<file path="src/sv/acs_ram.sv">
// Generic simple dual-port RAM with registered read.
`timescale 1ns / 1ps
`default_nettype none
module acs_ram #(
   parameter int WIDTH = 32,
   parameter int DEPTH = 64
) (
   input  wire logic                     clock,
   input  wire logic                     wr_en,
   input  wire logic [$clog2(DEPTH)-1:0] wr_addr,
   input  wire logic [WIDTH-1:0]         wr_data,
   input  wire logic [$clog2(DEPTH)-1:0] rd_addr,
   output      logic [WIDTH-1:0]         rd_data
);
   logic [WIDTH-1:0] mem [DEPTH];

   always_ff @(posedge clock) begin
      if (wr_en) begin
         mem[wr_addr] <= wr_data;
      end
      rd_data <= mem[rd_addr];
   end
endmodule
`default_nettype wire
</file>
<file path="config.mk">
export PLATFORM = sky130hd
export DESIGN_NAME = acs_ram
export DESIGN_NICKNAME = d
export VERILOG_FILES = /design/src/sv/acs_ram.sv
export SDC_FILE = /design/constraint.sdc
export NUM_CORES = 2
export LEC_CHECK = 0
export BUFFER_PORTS_ARGS = -buffer_cell sky130_fd_sc_hd__buf_2
export CORE_MARGIN = 5
export CORE_UTILIZATION = 47
export CTS_CLUSTER_DIAMETER = 50
export DETAILED_ROUTE_END_ITERATION = 6
export PLACE_DENSITY_LB_ADDON = 0.08
export RECOVER_POWER = 25
export SYNTH_ARGS = -nofsm -noshare
export SYNTH_HDL_FRONTEND = slang
export SYNTH_SLANG_ARGS = --single-unit
export TNS_END_PERCENT = 100
</file>
<file path="constraint.sdc">
create_clock -name clock -period 5.1 [get_ports clock]
set_clock_uncertainty 0.2 [all_clocks]
set_input_delay 1.02 -clock clock [delete_from_list [all_inputs] [get_ports clock]]
set_output_delay 1.02 -clock clock [all_outputs]
set_load 0.02 [all_outputs]
</file>
Word-level counts from Yosys, hierarchy flattened
Memories as Yosys holds them, arrays and structs flattened. A register that Yosys moved wholly into a read port is not among the register bits.
Cells that the tools add are included.
{"block": "word_totals", "reg_bits": 0, "mem_bits_rw": 2048, "out_inout_bits": 32, "word_cells": 3, "n_memories": 1}
{"name": "mem", "words": 64, "width": 32, "rd": 1, "rd_ports_with_merged_regs": 1, "wr": 1, "line_no": "15", "text": "logic [WIDTH-1:0] mem [DEPTH];"}
{"block": "op_classes", "muxes": 2}
{"operator": "$mux W1", "n": 2}

Depth between registers and ports, before layout
{"block": "logic_depth", "word_depth": 2, "depth_mapped": 10, "depth_no_buf": 5}

Worst setup path after synthesis
OpenSTA, ideal clock, no wires.
{"block": "synth_timing", "kind": "in2reg", "startpoint": "input port wr_addr[3]", "endpoint": "memory mem[48][0], enable pin", "setup_time_ns": 0.461, "arrival_ns": 3.719, "required_ns": 4.439, "slack_ns": 0.720, "path_stages": 4, "n_path_buf": 1, "cell_sequence": "clkbuf_1 > nor2b_1 > nand4b_1 > nor3_1"}
{"item": "start: declaration", "line_no": "10", "text": "input wire logic [$clog2(DEPTH)-1:0] wr_addr,"}
{"item": "end: declaration", "line_no": "15"}
Straight into the memory's write port.

==> flow_summary.yaml <==
status:
  outcome: "finished, violations left"
  violations: "max-capacitance violations, max-slew violations"
pwr:
  power.leakage_uw: 0.02810
  p_per_area_nw_per_um2: 405.7
  irDropWorstVdd_mv: 0.3859
setup_path:
  worst-endpoint-arrival_ns: 4.27
  cpLargestDelayFamily: "buffers and inverters"
  critPathBufInv: 3
  critPathMaxFanout: 49
  critical_path_class: "in2reg"
  end_kind: "flip-flop"
  startpoint_type: "input port"
  max_stage_delay_ns: 0.73
  cp_data_required_time_ns: 5.56
  slowest_stage: "o22ai_1"
  path_cells: "buf_8 -> buf_4 -> buf_4 -> mux4_2 -> mux4_2 -> o22ai_1 -> nor2_1"
clocking:
  clock_latency_ns: 0.84
  cts-root-buf: "clkbuf_16"
  cts_hold_buf: 0
  cts_num_sinks: 2080
  cts_max_path_buffers: 3
  post_cts.resized_instances: 0
  cts_tree: "yes"
  clk_pin_slew_worst_paths_ns: 0.06
  post_cts_buffers: 0
  htree_levels: 4
  cts-buffers-inserted: 216
layout:
  synthToLayoutAreaGrowth_pct: 14.82
  drive_above_1_share_pct: 30.37
  nNetsFinal: 3679
die:
  die_area_um2: 175300
  ios: 78
  die_height_um: 418.7
  rows: 150
  die_x_um: 418.7
  core_um2: 166700
  start_util_pct: 47.11
synthesis:
  synth_fp_nets: 3370
  synthMostInstantiatedCell: "edfxtp_1"
  synth-seq-cells: 2080
  synth_common_cells: "edfxtp_1, mux4_2, nor2_1"
  syn_inst: 3324
  synth.area.top_cells: "edfxtp_1, mux4_2, mux2i_1"
  synth_top_area_share_pct: 78.33
  ys_seq_area_share_pct: 79.14
  yosys.area.top_type: "edfxtp_1"
  synth_warnings: 0
  yosysUniqueCellTypes: 34
  syn_area_um2: 78520
  syn_avg_cell_area_um2: 23.62
  synthArstFlopShare_pct: 0
  synth-main-ff-cell: "edfxtp_1"
  synth_edf_count: 2048
route:
  totalWireLength_mm: 217.0
  wl_per_cell_um: 35.95
  firstDrtPassIters: 5
  drc: 0
  vias_per_cell: 6.203
  drtAntennaViolNets: 0
  first_iter_violations: 4551
  vias: 37436
timing:
  slew-limit-headroom_pct: -120.6
  finalSetupViolCount: 0
  tightest_slew_ns: 3.308
  fin_ws_ns: 1.294
  hold_violations: 0
  max_freq_ghz: 0.2628
  fin_crit_ns: 3.806
  rsz0062_at_grt: "false"
  final.period_utilization_pct: 74.62
  finalSetupTns_ns: 0
  final-max-slew-violation-count: 996
global_route:
  antenna_found_initial: 14
  grt_max_degree: 65
  grt_pass1_wl_mm: 302.4
  grtUsageTotal_pct: 24.94
  grt_pass1_vias: 38653
  globalRoute.totalOverflow: 0
placed_design:
  routabilityCongestion: 0.8025
  dp_hpwl_mm: 126.2
  port_buffers: 77
  post-place-ws_ns: 0.3928
job:
  cap_viol_max_count: 18
worst_hold_path:
  hold_path.class: "in2reg"
## where the power goes
group / total, uW / internal, uW / switching (uW)
sequential: 19000 / 18900 / 95.6
combinational: 1830 / 654 / 1180
clock: 15700 / 9140 / 6550
total: 36600 / 28700 / 7830
## flip-flops by register name, indices dropped and copies added, names as in the netlist
register,count
mem,2048
rd_data,32
## routing by layer
metal  part of all wire, %  global-route usage (%)  routed length, um  vias up
met5                     0                       0                  0        -
met4                   2.5                   6.437               5516        0
met3                   7.4                   3.937              16040      303
met2                    50                   41.07             107600     1532
met1                    40                   35.41              87860    20637
li1                      -                       -                  -    14964
## logic make-up after synthesis
kind of cell	Yosys count	synth area share [%]
compound gates	202	1.673
buf+inv	182	1.128
flops	2080	79.14
mux	637	16.79
simple gates	223	1.265
## through the flow
stage / util (%) / total power [uW] / std cells / hold slack (ns) / instance area [um^2]
2_1_floorplan: - / 20290 / 3324 / 0.4632 / 78520
3_3_place_gp: 49.86 / 21220 / 5619 / 0.5510 / 83100
3_5_place_dp: 49.86 / 21250 / 5619 / 0.5579 / 83100
4_1_cts: 54.12 / 36880 / 6024 / 0.2003 / 90200
5_1_grt: 54.08 / 37720 / 6030 / 0.3199 / 90140
6_report: 54.09 / 36570 / 6035 / 0.3495 / 90150
## placed cells by master, fill, tap and decap left out, drive strengths merged
cell | synthesis | layout
nor2b | 15 | 15
a41o | 4 | 4
a311oi | 8 | 8
a21oi | 62 | 62
nor2 | 137 | 137
buf | 108 | 238
nand2b | 8 | 8
and3 | 4 | 4
nand4 | 2 | 2
nor3 | 7 | 7
clkinvlp | 0 | 9
bufinv | 0 | 23
inv | 0 | 16
clkinv | 0 | 78
or3 | 3 | 3
nand3b | 5 | 5
a22oi | 12 | 12
diode | 0 | 11
a31oi | 1 | 1
or3b | 5 | 5
clkbuf | 74 | 314
or2 | 3 | 3
nand3 | 5 | 5
o22ai | 84 | 84
dfxtp | 32 | 32
and2 | 2 | 2
nand4b | 1 | 1
nand2 | 26 | 26
o32ai | 4 | 4
edfxtp | 2048 | 2048
mux4 | 544 | 544
mux2i | 93 | 93
o221ai | 27 | 27
## worst paths after layout
kind                          from                    to  slack [ns]  depth (start not counted)
max reg2reg  mem[19][25]$_DFFE_PP_   rd_data[25]$_DFF_P_        2.37                          4
min                    wr_data[17]  mem[9][17]$_DFFE_PP_        0.35                          1
max                     rd_addr[0]   rd_data[24]$_DFF_P_        1.29                          7
min reg2reg  mem[12][17]$_DFFE_PP_   rd_data[17]$_DFF_P_        0.57                          4
## cell type report
| type | count | area, um^2 |
|---|---|---|
| Antenna cell | 11 | 27.53 |
| Fill cell | 12623 | 76510 |
| Clock buffer | 279 | 5744 |
| Clock inverter | 126 | 1356 |
| Multi-Input combinational cell | 1062 | 15970 |
| Tap cell | 2204 | 2758 |
| Timing Repair Buffer | 273 | 2155 |
| Sequential cell | 2080 | 62140 |
Power figures use the tool's default switching activity.
